===== src/hesc_pkg.sv =====
// ---------------------------------------------------------------------------
// hesc_pkg
// Shared widths, types, constants and the arctangent table of the
// heading-error step cost core.
// ---------------------------------------------------------------------------
package hesc_pkg;

    localparam int POS_W         = 24;
    localparam int YAW_W         = 20;
    localparam int WEIGHT_W      = 16;
    localparam int COST_W        = 26;
    localparam int CFG_IDX_W     = 2;
    localparam int CFG_DATA_W    = 24;

    localparam int DIFF_W        = POS_W + 1;
    localparam int SQ_W          = 2 * DIFF_W - 1;
    localparam int SUM_W         = SQ_W + 1;
    localparam int LIM_W         = 2 * POS_W;
    localparam int PRESCALE      = 24;
    localparam int CW            = 52;
    localparam int Z_W           = 20;
    localparam int D_W           = 22;
    localparam int MOD_W         = 19;
    localparam int ERR_W         = 18;
    localparam int PROD_W        = ERR_W + WEIGHT_W;
    localparam int WEIGHT_FRAC   = 8;

    localparam int CORDIC_STAGES = 16;
    localparam int IDX_W         = 5;

    localparam int ANG_PI        = 205887;
    localparam int ANG_HALF_PI   = 102944;
    localparam int ANG_TWO_PI    = 411775;

    localparam logic [WEIGHT_W-1:0] WEIGHT_RESET = WEIGHT_W'(256);

    typedef enum logic [CFG_IDX_W-1:0] {
        REG_GOAL_X     = 2'd0,
        REG_GOAL_Y     = 2'd1,
        REG_DISABLE    = 2'd2,
        REG_WEIGHT     = 2'd3
    } hesc_reg_t;

    typedef struct packed {
        logic signed [YAW_W-1:0] yaw;
        logic                    near;
        logic                    zero;
    } hesc_side_t;

    function automatic logic signed [Z_W-1:0] atan_q16(input logic [IDX_W-1:0] idx);
        logic signed [Z_W-1:0] a;
        case (idx)
            5'd0:    a = Z_W'(51472);
            5'd1:    a = Z_W'(30385);
            5'd2:    a = Z_W'(16055);
            5'd3:    a = Z_W'(8150);
            5'd4:    a = Z_W'(4091);
            5'd5:    a = Z_W'(2047);
            5'd6:    a = Z_W'(1024);
            5'd7:    a = Z_W'(512);
            5'd8:    a = Z_W'(256);
            5'd9:    a = Z_W'(128);
            5'd10:   a = Z_W'(64);
            5'd11:   a = Z_W'(32);
            5'd12:   a = Z_W'(16);
            5'd13:   a = Z_W'(8);
            5'd14:   a = Z_W'(4);
            5'd15:   a = Z_W'(2);
            5'd16:   a = Z_W'(1);
            default: a = '0;
        endcase
        return a;
    endfunction

endpackage


===== src/hesc_post.sv =====
// ---------------------------------------------------------------------------
// hesc_post
// Heading error wrap, absolute value, weighting, near-goal zeroing and output register.
// ---------------------------------------------------------------------------
module hesc_post import hesc_pkg::*; (
    input  logic                  clk,
    input  logic                  rst_n,
    input  logic                  in_valid,
    output logic                  in_ready,
    input  logic signed [Z_W-1:0] dir_z,
    input  hesc_side_t            side_in,
    input  logic [WEIGHT_W-1:0]   weight,
    output logic                  out_valid,
    input  logic                  out_ready,
    output logic [COST_W-1:0]     step_cost,
    output logic                  near_goal
);

    localparam logic signed [D_W-1:0] TWO_PI_D  = D_W'(ANG_TWO_PI);
    localparam logic signed [D_W-1:0] FOUR_PI_D = D_W'(2 * ANG_TWO_PI);
    localparam logic signed [D_W-1:0] NEG_TWO_PI_D = -D_W'(ANG_TWO_PI);
    localparam logic [MOD_W-1:0]      PI_M      = MOD_W'(ANG_PI);
    localparam logic [MOD_W-1:0]      TWO_PI_M  = MOD_W'(ANG_TWO_PI);

    logic                  v1_reg, v2_reg, v3_reg, v4_reg;
    logic                  r1, r2, r3, r4;
    logic signed [D_W-1:0] d_reg, d_next;
    logic [MOD_W-1:0]      mod_reg, mod_next;
    logic [ERR_W-1:0]      err_reg, err_next;
    logic [COST_W-1:0]     cost_reg, cost_next;
    logic                  n1_reg, n2_reg, n3_reg, n4_reg;
    logic signed [D_W-1:0] dir_d, md;
    logic [PROD_W-1:0]     prod;

    assign r4       = !v4_reg || out_ready;
    assign r3       = !v3_reg || r4;
    assign r2       = !v2_reg || r3;
    assign r1       = !v1_reg || r2;
    assign in_ready = r1;

    always_comb
    begin
        dir_d  = side_in.zero ? '0 : D_W'(dir_z);
        d_next = dir_d - D_W'(side_in.yaw);

        if (d_reg < NEG_TWO_PI_D)
            md = d_reg + FOUR_PI_D;
        else if (d_reg < 0)
            md = d_reg + TWO_PI_D;
        else if (d_reg >= TWO_PI_D)
            md = d_reg - TWO_PI_D;
        else
            md = d_reg;
        mod_next = md[MOD_W-1:0];

        if (mod_reg > PI_M)
            err_next = ERR_W'(TWO_PI_M - mod_reg);
        else
            err_next = mod_reg[ERR_W-1:0];

        prod      = PROD_W'(err_reg) * PROD_W'(weight);
        cost_next = n3_reg ? '0 : prod[WEIGHT_FRAC +: COST_W];
    end

    always_ff @(posedge clk or negedge rst_n)
    begin
        if (!rst_n)
        begin
            v1_reg <= 1'b0;
            v2_reg <= 1'b0;
            v3_reg <= 1'b0;
            v4_reg <= 1'b0;
        end
        else
        begin
            if (r1)
                v1_reg <= in_valid;
            if (r2)
                v2_reg <= v1_reg;
            if (r3)
                v3_reg <= v2_reg;
            if (r4)
                v4_reg <= v3_reg;
        end
    end

    always_ff @(posedge clk)
    begin
        if (r1)
        begin
            d_reg  <= d_next;
            n1_reg <= side_in.near;
        end
        if (r2)
        begin
            mod_reg <= mod_next;
            n2_reg  <= n1_reg;
        end
        if (r3)
        begin
            err_reg <= err_next;
            n3_reg  <= n2_reg;
        end
        if (r4)
        begin
            cost_reg <= cost_next;
            n4_reg   <= n3_reg;
        end
    end

    assign out_valid = v4_reg;
    assign step_cost = cost_reg;
    assign near_goal = n4_reg;

`ifndef ASSERT_OFF
    a_mod_range: assert property (@(posedge clk) disable iff (!rst_n)
        v2_reg |-> mod_reg < TWO_PI_M)
        else $error("wrapped heading error out of range");

    a_err_range: assert property (@(posedge clk) disable iff (!rst_n)
        v3_reg |-> err_reg <= ERR_W'(ANG_PI))
        else $error("absolute heading error above pi");

    a_near_zero: assert property (@(posedge clk) disable iff (!rst_n)
        (v4_reg && n4_reg) |-> cost_reg == '0)
        else $error("cost not zero near goal");
`endif

endmodule

===== config.mk =====
export PLATFORM = sky130hd
export DESIGN_NAME = hesc_post
export DESIGN_NICKNAME = d
export VERILOG_FILES = /design/src/hesc_pkg.sv /design/src/hesc_post.sv
export SDC_FILE = /design/constraint.sdc
export NUM_CORES = 1
export LEC_CHECK = 0
export BUFFER_PORTS_ARGS = -buffer_cell sky130_fd_sc_hd__buf_2
export CORE_ASPECT_RATIO = 0.8
export CORE_MARGIN = 3
export CORE_UTILIZATION = 63
export DETAILED_ROUTE_END_ITERATION = 12
export PLACE_DENSITY = 0.83
export SYNTH_ARGS = -nofsm -noshare
export SYNTH_HDL_FRONTEND = slang
export SYNTH_SLANG_ARGS = --single-unit

===== constraint.sdc =====
create_clock -name clk -period 6.9 [get_ports clk]
set_input_delay 1.38 -clock clk [delete_from_list [all_inputs] [get_ports clk]]
set_output_delay 1.38 -clock clk [all_outputs]
set_load 0.01 [all_outputs]

==> run summary <==
Crit Path Class: input pin to register
Synth warnings: 0
#FFs+latches synth: 93
CTS root buffer: clkbuf_16
CTS clk-pin slew, worst paths: 70 ps
CTS Buffer Depth: 2
Synthesis-to-layout area growth: 13.6%
Die width: 177 µm
Io pins: 91
Layout cells sized above 1: 0.157
Async set-or-reset flop fraction in the synthesized netlist: 0.0430
Final WL: 37.7 mm
Setup Skew: 7.69 ps
Worst EP required: 7120 ps
Most common cell in the netlist: inv_1
Via count: 11800
Top cells by count, synth: 307 x inv_1, 222 x fa_1, 199 x nand2_1
Post-Syn Nets: 2006
Vias in the first global route: 12400
Core area: 22700 µm²
Cell variety after synth: 68
Largest fanout on the critical path: 11
Crit path capture type: register
Nets: 2142
Vias/cell: 5.77
Skew-Pair Late Insertion Delay: 350 ps
Router iterations before antenna repair: 5
Die Span Y: 143 µm
Routed Antenna Nets: 0
Post-synthesis sequential area ratio: 0.189
RD Place Congestion: 0.966
Fin crit share: 0.994
Drt initial violations: 1025
Filler instances: 1593
Max-Slew Margin vs Limit: 0.279
Wire per inst: 18.5 µm
Num CTS Buffers: 9
CTS Sinks: 93
Pin count of the biggest net entering global routing: 28
Placed cells: 2024
IO buf count: 90
Slew @ Worst Pin: 1080 ps
Top_reg_cell synth: edfxtp_1
Synth top area share: 0.302
Total global-route track usage: 0.305
Die footprint: 25200 µm²
Syn Inst Count: 1593
Fin util: 0.736
Cell taking the most area after synthesis: fa_1
CTS tree: done
EDFF count, synth: 89
Max reg flops: 26
Worst hold-check path type: register to register
Achievable Freq: 146 MHz
CP arrival: 7070 ps
Setup crit start kind: input pin
Final setup vio count: 0
Top cells by area, synth: fa_1 30%, edfxtp_1 18%, ha_1 11%, inv_1 7.8%, and2_1 5.6%
Synthesized area: 14700 µm²
Status: complete, no violations
Pins Over Slew Limit: 0
Final Critical Period: 6860 ps
First-pass GRT wire length: 60.7 mm
Rows: 49
# Max-Cap Violations: 0
H-tree depth: 3
Final Hold Vio Count: 0
Initial Util: 0.648
Ant diodes: 0
Post-Layout Cell Count: 2040
Grt total ovfl: 0
Initial antenna violation count: 0
Syn Area/Cell: 9.23 µm²
DP HPWL: 29.6 mm
Drt drc: 0
cell families after synthesis:
group | share of synthesized area
AND/OR/NAND/NOR | 0.174
flip-flops | 0.189
adder cells (fa/ha/maj) | 0.412
buffers and inverters | 0.0953
AO/OA/AOI/OAI | 0.0833
multiplexers | 0.00357
XOR/XNOR | 0.0429
layout by cell type, fill, tap and decap left out, types with 5 or more instances in the layout:
| cell type | n |
|---|---|
| nor3_1 | 14 |
| o21ai_1 | 8 |
| ha_4 | 9 |
| fa_1 | 214 |
| o31ai_1 | 6 |
| nand2b_1 | 14 |
| nor2b_1 | 32 |
| xnor2_1 | 40 |
| a211oi_1 | 8 |
| a21oi_1 | 43 |
| o21ai_0 | 29 |
| o21a_1 | 9 |
| buf_4 | 101 |
| nand3_1 | 16 |
| buf_2 | 78 |
| o211ai_1 | 5 |
| a31oi_1 | 7 |
| xor2_1 | 32 |
| inv_1 | 303 |
| and2_1 | 120 |
| and3_1 | 6 |
| nand4_1 | 9 |
| and2_4 | 11 |
| ha_1 | 119 |
| clkbuf_16 | 9 |
| nor2_1 | 63 |
| a21o_1 | 21 |
| nand2_1 | 197 |
| or3_1 | 7 |
| fa_2 | 8 |
| nor3b_1 | 5 |
| edfxtp_1 | 89 |
timing repair:
item | 4_1_cts | 5_1_grt
gates resized for setup | 4 | 76
hold buffers | 0 | 0
pin swaps | 4 | 39
setup buffers | 0 | 1
endpoints found under the setup margin | 4 | 12
critical path: stages:
cell and delay (ps):
buf_4 150, and2_4 170, fa_1 540, inv_1 50
fa_1 460, fa_1 510, inv_1 60, fa_1 480
fa_1 540, inv_2 60, fa_1 540, inv_1 70
ha_4 300, and3_4 190, and4_4 230, and3_4 180
a21o_1 180, o21ai_2 100, o211a_1 280, or4_1 510
nand3_1 80
final cells by class:
type / count / area, µm² / share of cell area
clock inverters: 7 / 98.8 / 0.00592
inverters: 307 / 1150 / 0.0690
well taps: 306 / 383 / 0.0229
multi-input cells: 1130 / 10800 / 0.648
flip-flops and latches: 93 / 2770 / 0.166
repair buffers: 188 / 1250 / 0.0747
clock buffers: 9 / 225 / 0.0135
worst paths after layout:
| path | slack [ps] | start | depth (start not counted) | endpoint |
|---|---|---|---|---|
| setup / recovery | 40 | weight[6] | 21 | step_cost[24] |
| setup reg to reg | 300 | err_reg[8] | 17 | step_cost[24] |
| hold / removal | 420 | n2_reg | 0 | n3_reg |
| hold reg to reg | 420 | n2_reg | 0 | n3_reg |
| max in group asynchronous | 5960 | rst_n | 1 | v1_reg |
| min in group asynchronous | 820 | rst_n | 1 | v3_reg |
metal layers:
metal	GRT usage	share of wire
met1	0.405	0.39
met2	0.515	0.49
met3	0.0492	0.082
met4	0.108	0.041
met5	0	0
per-stage QoR:
stage	cell area (µm²)	setup slack (ps)	hold slack (ps)	TNS (ps)
4_1_cts	16400	-19.5	423	-19.5
5_1_grt	16700	-47.6	430	-91.7
3_3_place_gp	16100	-383	404	-2880
3_5_place_dp	16100	-485	413	-4330
2_1_floorplan	14900	-4.35	400	-4.35
6_report	16700	41.8	422	0
Power is not shown: default switching activity piles up to over one toggle a cycle in this logic, so the estimate is an artifact.
