### src/hesc_pkg.sv
// ---------------------------------------------------------------------------
// hesc_pkg
// Shared widths, types, constants and the arctangent table of the
// heading-error step cost core.
// ---------------------------------------------------------------------------
package hesc_pkg;

    localparam int POS_W         = 24;
    localparam int YAW_W         = 20;
    localparam int WEIGHT_W      = 16;
    localparam int COST_W        = 26;
    localparam int CFG_IDX_W     = 2;
    localparam int CFG_DATA_W    = 24;

    localparam int DIFF_W        = POS_W + 1;
    localparam int SQ_W          = 2 * DIFF_W - 1;
    localparam int SUM_W         = SQ_W + 1;
    localparam int LIM_W         = 2 * POS_W;
    localparam int PRESCALE      = 24;
    localparam int CW            = 52;
    localparam int Z_W           = 20;
    localparam int D_W           = 22;
    localparam int MOD_W         = 19;
    localparam int ERR_W         = 18;
    localparam int PROD_W        = ERR_W + WEIGHT_W;
    localparam int WEIGHT_FRAC   = 8;

    localparam int CORDIC_STAGES = 16;
    localparam int IDX_W         = 5;

    localparam int ANG_PI        = 205887;
    localparam int ANG_HALF_PI   = 102944;
    localparam int ANG_TWO_PI    = 411775;

    localparam logic [WEIGHT_W-1:0] WEIGHT_RESET = WEIGHT_W'(256);

    typedef enum logic [CFG_IDX_W-1:0] {
        REG_GOAL_X     = 2'd0,
        REG_GOAL_Y     = 2'd1,
        REG_DISABLE    = 2'd2,
        REG_WEIGHT     = 2'd3
    } hesc_reg_t;

    typedef struct packed {
        logic signed [YAW_W-1:0] yaw;
        logic                    near;
        logic                    zero;
    } hesc_side_t;

    function automatic logic signed [Z_W-1:0] atan_q16(input logic [IDX_W-1:0] idx);
        logic signed [Z_W-1:0] a;
        case (idx)
            5'd0:    a = Z_W'(51472);
            5'd1:    a = Z_W'(30385);
            5'd2:    a = Z_W'(16055);
            5'd3:    a = Z_W'(8150);
            5'd4:    a = Z_W'(4091);
            5'd5:    a = Z_W'(2047);
            5'd6:    a = Z_W'(1024);
            5'd7:    a = Z_W'(512);
            5'd8:    a = Z_W'(256);
            5'd9:    a = Z_W'(128);
            5'd10:   a = Z_W'(64);
            5'd11:   a = Z_W'(32);
            5'd12:   a = Z_W'(16);
            5'd13:   a = Z_W'(8);
            5'd14:   a = Z_W'(4);
            5'd15:   a = Z_W'(2);
            5'd16:   a = Z_W'(1);
            default: a = '0;
        endcase
        return a;
    endfunction

endpackage

### src/hesc_cordic_cell.sv
// ---------------------------------------------------------------------------
// hesc_cordic_cell
// One vectoring CORDIC iteration with its own pipeline register.
// ---------------------------------------------------------------------------
module hesc_cordic_cell import hesc_pkg::*; (
    input  logic                  clk,
    input  logic                  rst_n,
    input  logic                  en,
    input  logic [IDX_W-1:0]      stage_idx,
    input  logic                  in_valid,
    input  logic signed [CW-1:0]  x_in,
    input  logic signed [CW-1:0]  y_in,
    input  logic signed [Z_W-1:0] z_in,
    input  hesc_side_t            side_in,
    output logic                  out_valid,
    output logic signed [CW-1:0]  x_out,
    output logic signed [CW-1:0]  y_out,
    output logic signed [Z_W-1:0] z_out,
    output hesc_side_t            side_out
);

    logic                  valid_reg;
    logic signed [CW-1:0]  x_reg, x_next;
    logic signed [CW-1:0]  y_reg, y_next;
    logic signed [Z_W-1:0] z_reg, z_next;
    hesc_side_t            side_reg;
    logic signed [CW-1:0]  x_sh, y_sh;
    logic signed [Z_W-1:0] ang;

    always_comb
    begin
        x_sh = x_in >>> stage_idx;
        y_sh = y_in >>> stage_idx;
        ang  = atan_q16(stage_idx);
        if (!y_in[CW-1])
        begin
            x_next = x_in + y_sh;
            y_next = y_in - x_sh;
            z_next = z_in + ang;
        end
        else
        begin
            x_next = x_in - y_sh;
            y_next = y_in + x_sh;
            z_next = z_in - ang;
        end
    end

    always_ff @(posedge clk or negedge rst_n)
    begin
        if (!rst_n)
            valid_reg <= 1'b0;
        else if (en)
            valid_reg <= in_valid;
    end

    always_ff @(posedge clk)
    begin
        if (en)
        begin
            x_reg    <= x_next;
            y_reg    <= y_next;
            z_reg    <= z_next;
            side_reg <= side_in;
        end
    end

    assign out_valid = valid_reg;
    assign x_out     = x_reg;
    assign y_out     = y_reg;
    assign z_out     = z_reg;
    assign side_out  = side_reg;

endmodule

### config.mk
export PLATFORM = sky130hd
export DESIGN_NAME = hesc_cordic_cell
export DESIGN_NICKNAME = d
export VERILOG_FILES = /design/src/hesc_pkg.sv /design/src/hesc_cordic_cell.sv
export SDC_FILE = /design/constraint.sdc
export NUM_CORES = 1
export LEC_CHECK = 0
export ABC_AREA = 1
export ABC_CLOCK_PERIOD_IN_PS = 1000
export BUFFER_PORTS_ARGS = -buffer_cell sky130_fd_sc_hd__buf_4
export CAP_MARGIN = 30
export CORE_ASPECT_RATIO = 0.6
export CORE_MARGIN = 2
export CORE_UTILIZATION = 60
export CTS_CLUSTER_DIAMETER = 200
export DETAILED_ROUTE_END_ITERATION = 8
export GPL_TIMING_DRIVEN = 0
export HOLD_SLACK_MARGIN = 0.15
export PLACE_DENSITY = 0.86
export SYNTH_ARGS = -nofsm -noshare
export SYNTH_HDL_FRONTEND = slang
export SYNTH_SLANG_ARGS = --single-unit
export TNS_END_PERCENT = 30
### constraint.sdc
create_clock -name clk -period 1 [get_ports clk]
set_input_delay 0.2 -clock clk [delete_from_list [all_inputs] [get_ports clk]]
set_output_delay 0.2 -clock clk [all_outputs]
set_load 0.03 [all_outputs]
==> metrics.txt, run 1 <==
outcome=aborted with a tool error; Fail Step=global routing; first error=[ERROR GRT-0232] Routing congestion too high. Check the congestion heatmap in the GUI.; final RePlAce weighted congestion=~1.3; post-synthesis xor/xnor area fraction=7.28%; Post-synth top flop=edfxtp_1; worst setup endpoint GRT=y_out[49]$_DFFE_PP_/D; Yosys top cell by area=edfxtp_1; CTS Sinks=147; CTS max path bufs=2; largest net degree at the start of global routing=91; Synth Area in Simple Gates=43.7%; row count=54; asr flop ratio synth=0.680%; Synth Area in Compound Gates=between 10% and 20%; largest family of logic cells by synthesized area=simple AND/OR/NAND/NOR gates; grt ovf=418; CTS Buf Count=17; post-DP HPWL=86.5 mm; H-tree levels=4; top-count cell post-synth=nand2_1; placed cell areas=25,600 um2; Commonest cells post-synth=1,142 x nand2_1, 671 x nand3_1, 354 x nor2_1, 343 x inv_1, 178 x a21oi_1; initial core utilization=around three fifths; FF+latch count, synth=147; Cells after Synth=3,668; Mean Syn Cell Area=about 6 um2; root buf cell=clkbuf_16; ranking of synthesized cells by area=edfxtp_1 20%, nand2_1 20%, nand3_1 15%, ha_1 7.9%, nor2_1 6.0%; Mapped Area=22,000 um2; WEP type=register input; chip width=251 um; Post-synth EDFFs=146; total track usage=86.8%; Yosys cell types=between 50 and 60; I/O Pins=302; multiplexer share of the synthesized area=less than 1%; area share of the leading cell type in the synthesized netlist=19.9%; Syn Nets=3,964; post-synthesis sequential area ratio=20.1%; Yosys warning count=0; post-synthesis adder-cell area fraction=8.13%; Port Buffers=298; Die Ht=152 um
==> kinds of logic after synthesis <==
logic type | Yosys count
DFF | 147
AOI/OAI and AO/OA | 452
xor gates and xnor gates | 181
and+or+nand+nor | 2266
buffers and inverters | 480
adders and majority gates | 141
muxes | 1
==> per-layer routing <==
metal  track usage (%)  GRT overflow
met2              96.8           206
met1              88.9            62
met3              79.9            39
met5              54.4             9
met4              78.4           102
==> through the flow <==
stage	instances	setup WS, ns
floorplan	3668	-2.80
global placement	4442	-4.82
CTS	4604	-3.10
detailed placement	4444	-4.91
==> what timing repair did <==
item                                   CTS
hold buffers                            26
pin swaps                              151
setup buffers                           98
endpoints found under the hold margin   29
resized for setup                      647
gates cloned                             4
setup endpoints to repair              339
==> run 2: changes to the inputs <==
--- a/config.mk
+++ b/config.mk
@@ -9,14 +9,11 @@
 export ABC_CLOCK_PERIOD_IN_PS = 1000
 export BUFFER_PORTS_ARGS = -buffer_cell sky130_fd_sc_hd__buf_4
 export CAP_MARGIN = 30
-export CORE_ASPECT_RATIO = 0.6
 export CORE_MARGIN = 2
-export CORE_UTILIZATION = 60
-export CTS_CLUSTER_DIAMETER = 200
+export CORE_UTILIZATION = 40
 export DETAILED_ROUTE_END_ITERATION = 8
 export GPL_TIMING_DRIVEN = 0
-export HOLD_SLACK_MARGIN = 0.15
-export PLACE_DENSITY = 0.86
+export PLACE_DENSITY_LB_ADDON = 0.15
 export SYNTH_ARGS = -nofsm -noshare
 export SYNTH_HDL_FRONTEND = slang
 export SYNTH_SLANG_ARGS = --single-unit
==> run 2 against run 1 <==
Effect of this change: the flow now finishes, with violations (negative setup slack); synthesized cell count stayed put; area after synthesis stayed put.
==> metrics.txt, run 2 <==
Setup Viol. Count Final=between 300 and 400; initial core utilization=40.7% (was 60.7%); Inst Count DP=4,670 (was 4,444); Hold Path Sink=y_out[0]$_DFFE_PP_; Yosys top cell by area=edfxtp_1 (unchanged); Hold Crit Class=in2reg; Nets=4,479; Die ar.=56,800 um2; crit-path max FO=10; worst hold margin=0.0236 ns; outcome=complete, but fails checks (was aborted with a tool error); Die Ht=238 um (was 152 um); top-count cell post-synth=nand2_1 (unchanged); clock share of power=14.5%; Pint=between 20 and 25 mW; CTS Sinks=147 (unchanged); Worst Path Required=1.23 ns; leakage=15.0 nW; largest net degree at the start of global routing=77; Worst EP arrival=4.45 ns; grt ovf=0; design area=32,800 um2; max_cap viols=0; Mean Syn Cell Area=5.99 um2 (unchanged); unrepaired setup endpoints after global routing=true; failing checks=negative setup slack; Mapped Area=22,000 um2 (unchanged); Setup crit end kind=flip-flop; power share of the combinational group=between 60 and 70%; root buf cell=clkbuf_16 (unchanged); layout cell share with drive strength beyond 1=36.6%; actual slew at the worst max-slew pin=1.09 ns; via count=28,802; post-DP HPWL=92.2 mm (was 86.5 mm); Port Buffers=298 (unchanged); Worst setup SP type=input pin; final non-filler cell total=4,892; total power=47.1 mW; Fmax=around 240 MHz; Yosys warning count=0 (unchanged); ANT cells=0; Commonest cells post-synth=1,142 x nand2_1, 671 x nand3_1, 354 x nor2_1, 343 x inv_1, 178 x a21oi_1 (unchanged); Detail Route Antenna Nets=0; min-delay src=y_in[0]; Core Area=54,000 um2; Clock transition at path regs=roughly 0.08 ns; R2R depth=1; ranking of synthesized cells by area=edfxtp_1 20%, nand2_1 20%, nand3_1 15%, ha_1 7.9%, nor2_1 6.0% (unchanged); Min-Delay Path Depth=2; Reg2Reg Setup Slack=0.23 ns; I/O Pins=302 (unchanged); initial antenna violation count=1; Reg power frac=20.0%; worst r2r dst=out_valid$_DFFE_PN0P_; worst rel slew slack=between 20 and 30%; CTS Buf Count=17 (unchanged); Net Sw Frac=between 40% and 50%; Fill cells=5,248; FF+latch count, synth=147 (unchanged); Cells after Synth=3,668 (unchanged); CTS tree=built; area share of the leading cell type in the synthesized netlist=19.9% (unchanged); number of global-route vias before repair=25,861; most frequent cells in the layout=929 x nand2_1, 461 x buf_4, 450 x nand3_1, 313 x inv_1, 217 x nor2_1; asr flop ratio synth=0.680% (unchanged); Post-synth top flop=edfxtp_1 (unchanged); reg2reg start=out_valid$_DFFE_PN0P_; CTS max path bufs=2 (unchanged); setup TNS=-345.10 ns; drt wl/cell=24.1 um; total track usage=39.4%; PD cells=around 1400 nW/um2; post-synthesis sequential area ratio=20.1% (unchanged); Max Slew Vio Count=0; critical path's slowest cell=buf_2; commonest non-fill, non-tap cell in the layout=nand2_1; Switching Power=23.4 mW; Peak VDD IR=approximately 0.0014 V; Critical Path Max Stage Delay=0.39 ns; Syn Nets=3,964 (unchanged); fin crit share=422%; first-pass GRT wire length=165 mm; H-tree levels=4 (unchanged); Yosys cell types=56 (unchanged); row count=85 (was 54); chip width=238 um (was 251 um); Clock Latency Late Sink=0.50 ns; Pre-antenna DRT Iters=7; final RePlAce weighted congestion=1.07 (was 1.30); Cell Chain, Critical Path=buf_2 > inv_2 > buf_2 > buf_2 > nand2_1 > nand2_2 > inv_1 > nor2_2 > nand2_1 > o31ai_1 > nand3b_1 > nand2_1 > inv_2 > ha_4 > a21oi_2 > inv_2 > a31oi_4 > o21ai_4 > a221oi_4 > o211ai_1 > xor2_1; clock period minus final worst setup slack=4.22 ns; Residual DRC=0; 1st-iter DRT viols=3,538; final clock skew=0 ns; crit path kind=in2reg; Setup WS post-layout=-3.22 ns; area grow syn2layout=49.4%; vias per cell=5.89; final hold violation count=0; WL final=118 mm; Post-synth EDFFs=146 (unchanged); placed cell areas=25,900 um2 (was 25,600 um2)
==> run 2: cell counts after synthesis <==
Identical to the previous run, type by type.
==> run 2: metal layers <==
metal  track usage, %  share of wire [%]  up-vias
li1                 -                  -    13303
met1             54.7                 41    13434
met2             55.0                 40     1757
met3             10.8                 12      308
met4             20.7                6.0        0
met5                0                  0        -
==> run 2: worst max path at each step <==
stage / startpoint / endpoint / slack [ns] / depth (start not counted)
floorplan: stage_idx[0] / y_out[45]$_DFFE_PP_ / -2.80 / 34
global placement: y_in[51] / x_out[51]$_DFFE_PP_ / -5.27 / 21
detailed placement: y_in[51] / y_out[45]$_DFFE_PP_ / -4.79 / 21
CTS: stage_idx[0] / y_out[49]$_DFFE_PP_ / -3.09 / 31
global route: stage_idx[0] / y_out[49]$_DFFE_PP_ / -3.35 / 32
finish: stage_idx[4] / y_out[49]$_DFFE_PP_ / -3.22 / 21
==> run 2: final cells by class <==
cell class                 count  area, um2  area share [%]
multi-input combinational   3041      20200            61.7
sequential                   147       4410            13.4
timing repair buffer         496       4170            12.7
inverter                     352       1360            4.14
buffer                       128       1170            3.56
tap                          696        871            2.65
clock buffer                  17        425            1.30
clock inverter                15        184           0.560
==> run 2: logic make-up (layout without fill, tap and decap cells) <==
family | after synthesis | count (layout) | share of synthesized area [%]
AND/OR/NAND/NOR | 2266 | 2266 | 43.7
flip-flops | 147 | 147 | 20.1
XOR/XNOR | 181 | 181 | 7.28
AO/OA/AOI/OAI | 452 | 452 | 11.9
multiplexers | 1 | 1 | 0.0512
buffers and inverters | 480 | 1008 | 8.92
adder cells (fa/ha/maj) | 141 | 141 | 8.13
==> run 2: worst max-delay path, delay by kind of cell <==
kind	cells	cell delay, ns
xor gates and xnor gates	1	0.24
AOI/OAI and AO/OA	6	1.49
and+or+nand+nor	6	0.76
adders and majority gates	1	0.24
buffers and inverters	7	1.49
==> run 2: timing repair <==
item                                    in CTS  in global routing
hold buffers                                25                  0
hold endpoints to repair                    24                  0
setup buffers                               70                 82
endpoints found under the setup margin     316                344
cloned                                       6                  6
gates resized for setup                    562                597
pin swaps                                  124                171
==> run 2: power groups by stage <==
stage	Sequential [mW]	Clock (mW)	Combinational (mW)
2_1_floorplan	12.7	0	12.8
3_3_place_gp	9.57	0	24.0
3_5_place_dp	9.58	0	24.0
4_1_cts	9.47	6.96	26.8
5_1_grt	9.58	7.23	32.6
6_report	9.44	6.84	30.8
==> run 2: stage by stage <==
| step | setup WS [ns] | utilization, % |
|---|---|---|
| 5_1_grt | -3.35 | 60.8 |
| 6_report | -3.22 | 60.8 |
| 3_3_place_gp | -5.27 | 47.8 |
| 3_5_place_dp | -4.79 | 48.0 |
| 4_1_cts | -3.09 | 54.8 |
| 2_1_floorplan | -2.80 | - |
Note: power is estimated with default switching activity, not from simulation.
==> run 3: changes to the inputs <==
--- a/config.mk
+++ b/config.mk
@@ -6,14 +6,13 @@
 export NUM_CORES = 1
 export LEC_CHECK = 0
 export ABC_AREA = 1
-export ABC_CLOCK_PERIOD_IN_PS = 1000
+export ABC_CLOCK_PERIOD_IN_PS = 3400
 export BUFFER_PORTS_ARGS = -buffer_cell sky130_fd_sc_hd__buf_4
 export CAP_MARGIN = 30
 export CORE_MARGIN = 2
-export CORE_UTILIZATION = 40
+export CORE_UTILIZATION = 25
 export DETAILED_ROUTE_END_ITERATION = 8
 export GPL_TIMING_DRIVEN = 0
-export PLACE_DENSITY_LB_ADDON = 0.15
 export SYNTH_ARGS = -nofsm -noshare
 export SYNTH_HDL_FRONTEND = slang
 export SYNTH_SLANG_ARGS = --single-unit
==> constraint.sdc (replaced) <==
create_clock -name clk -period 3.4 [get_ports clk]
set_input_delay 0.68 -clock clk [delete_from_list [all_inputs] [get_ports clk]]
set_output_delay 0.68 -clock clk [all_outputs]
set_load 0.03 [all_outputs]
==> run 3 against run 2 <==
Effect of this change: the flow still finishes with violations (negative setup slack); final area down 1.6%; hold slack better by 0.30 ns; non-clock buffer count down 55; die area grew 59%; clock power fell by 71%; via count shrank 2.1%; sequential power fell by 71%; wire length increased by 4.9%; critical path depth is 9 higher; worst setup slack gained 1.9 ns; critical path type unchanged; critical endpoint unchanged.
==> metrics.txt, run 3 (synthesis gave the netlist of run 2 again) <==
clock period minus final worst setup slack=between 4 and 5 ns; crit path kind=in2reg (unchanged); worst r2r dst=out_valid$_DFFE_PN0P_ (unchanged); first-pass GRT wire length=172 mm (was 165 mm); Fmax=212 MHz; Nets=4,424 (was 4,479); final clock skew=0 ns (unchanged); most frequent cells in the layout=965 x nand2_1, 466 x nand3_1, 444 x buf_4, 314 x inv_1, 235 x nor2_1 (was 929 x nand2_1, 461 x buf_4, 450 x nand3_1, 313 x inv_1, 217 x nor2_1); failing checks=negative setup slack (unchanged); max_cap viols=0 (unchanged); cell mode on critical path=nand3_2; layout cell share with drive strength beyond 1=34.8% (was 36.6%); largest net degree at the start of global routing=82 (was 77); Max Slew Vio Count=0 (unchanged); CTS Buf Count=17 (unchanged); actual slew at the worst max-slew pin=1.28 ns (was 1.09 ns); post-DP HPWL=100 mm (was 92.2 mm); root buf cell=clkbuf_16 (unchanged); Setup WS post-layout=-1.32 ns (was -3.22 ns); vias per cell=5.33 (was 5.89); drt wl/cell=23.3 um (was 24.1 um); Worst setup SP type=input pin (unchanged); grt ovf=0 (unchanged); Hold Crit Class=in2reg (unchanged); number of global-route vias before repair=25,985 (was 25,861); R2R depth=1 (unchanged); Critical Path Start=stage_idx[0] (was stage_idx[4]); critical path's slowest cell=a221oi_4 (was buf_2); Fill cells=9,389 (was 5,248); final hold violation count=0 (unchanged); min-delay src=side_in[8] (was y_in[0]); Hold Path Sink=side_out[8]$_DFFE_PP_ (was y_out[0]$_DFFE_PP_); CTS tree=built (unchanged); initial antenna violation count=4 (was 1); Critical Path Max Stage Delay=0.33 ns (was 0.39 ns); fin crit share=139%; CTS Sinks=147 (unchanged); outcome=complete, but fails checks (unchanged); Clock Latency Late Sink=0.52 ns (was 0.50 ns); chip width=301 um (was 238 um); Worst Path Required=3.64 ns (was 1.23 ns); row count=108 (was 85); I/O Pins=302 (unchanged); worst rel slew slack=14.9% (was 27.3%); Clock transition at path regs=0.07 ns (was 0.08 ns); Pre-antenna DRT Iters=6 (was 7); via count=28,211 (was 28,802); Setup crit end kind=flip-flop (unchanged); Detail Route Antenna Nets=0 (unchanged); placed cell areas=26,500 um2 (was 25,900 um2); crit-path max FO=10 (unchanged); 1st-iter DRT viols=2,926 (was 3,538); Port Buffers=298 (unchanged); Setup Viol. Count Final=105 (was 305); leakage=14.6 nW (was 15.0 nW); Residual DRC=0 (unchanged); Min-Delay Path Depth=1 (was 2); area grow syn2layout=47.0% (was 49.4%); initial core utilization=25.3% (was 40.7%); Die ar.=90,300 um2 (was 56,800 um2); reg2reg start=out_valid$_DFFE_PN0P_ (unchanged); total track usage=26.1% (was 39.4%); CTS max path bufs=2 (unchanged); Peak VDD IR=0.000454 V (was 0.00136 V); Worst EP arrival=4.96 ns (was 4.45 ns); PD cells=422 nW/um2 (was 1440 nW/um2); Die Ht=301 um (was 238 um); total power=13.6 mW (was 47.1 mW); unrepaired setup endpoints after global routing=true (unchanged); Reg2Reg Setup Slack=2.66 ns (was 0.23 ns); H-tree levels=4 (unchanged); final RePlAce weighted congestion=1.05 (was 1.07); design area=32,300 um2 (was 32,800 um2); commonest non-fill, non-tap cell in the layout=nand2_1 (unchanged); WL final=124 mm (was 118 mm); Core Area=86,900 um2 (was 54,000 um2)
## run 3: cell count changes in the layout (fill, tap and decap cells not counted), moves of 7 or more
cell	delta
a21oi_2	+11
dlygate4sd3_1	-24
nor2_4	-10
nor2_2	-8
clkinv_8	-7
nand2_1	+36
nand3_2	-10
nor2_1	+18
a21oi_1	-14
buf_4	-17
nand2_2	-25
nand2_4	-11
nand3_1	+16
## run 3: how the worst max path moves through the flow
stage	end	slack [ns]
6_report	y_out[49]$_DFFE_PP_	-1.32
3_5_place_dp	y_out[50]$_DFFE_PP_	-2.94
2_1_floorplan	y_out[45]$_DFFE_PP_	-0.88
3_3_place_gp	y_out[51]$_DFFE_PP_	-3.32
4_1_cts	y_out[49]$_DFFE_PP_	-1.21
5_1_grt	y_out[49]$_DFFE_PP_	-1.43
## run 3: timing repair
| item | 4_1_cts | 5_1_grt |
|---|---|---|
| setup endpoints to repair | 120 | 111 |
| cloned | 3 | 1 |
| hold buffers | 1 | 0 |
| setup buffers | 62 | 67 |
| endpoints found under the hold margin | 1 | 0 |
| resized for setup | 600 | 484 |
| pin swaps | 92 | 159 |
## run 3: where the power goes
| part | leakage (nW) | switching (mW) | internal (mW) |
|---|---|---|---|
| registers | 1.44 | 0.127 | 2.65 |
| logic | 12.8 | 5.68 | 3.23 |
| clock network | 0.282 | 0.946 | 1.02 |
## run 3: stage by stage
stage | hold WS (ns) | TNS (ns) | instances | utilization [%] | setup slack, ns
after global routing | 0.309 | -99.27 | 5296 | 37.2 | -1.43
after CTS | 0.298 | -69.44 | 5227 | 34.3 | -1.21
final | 0.328 | -84.69 | 5297 | 37.2 | -1.32
after global placement | 0.455 | -316.10 | 5121 | 30.3 | -3.32
after detailed placement | 0.457 | -260.83 | 5129 | 30.4 | -2.94
after floorplan | 0.384 | -49.48 | 3668 | - | -0.884
## run 3: metal layers
metal | GRT usage (%) | up-vias | wire length, um
li1 | - | 13187 | -
met1 | 34.7 | 13406 | 52200
met2 | 39.4 | 1338 | 53100
met3 | 5.35 | 276 | 10800
met4 | 14.3 | 4 | 7540
met5 | 0 | - | 21
## run 3: area by class of cell
class / instances / area [um2] / share of cell area, %
clock buffers: 17 / 425 / 1.32
inverters: 352 / 1350 / 4.18
repair buffers: 441 / 3530 / 10.9
clock inverters: 15 / 144 / 0.445
diodes: 1 / 2.50 / 0.00775
multi-input cells: 3041 / 19900 / 61.5
well taps: 1155 / 1450 / 4.47
flip-flops and latches: 147 / 4410 / 13.6
plain buffers: 128 / 1130 / 3.49
## run 3: critical path: cells and delay by family
kind	cells	cell delay (ns)
and+or+nand+nor	15	1.70
buffers and inverters	7	0.88
adders and majority gates	2	0.36
AOI/OAI and AO/OA	5	1.05
xor gates and xnor gates	1	0.24
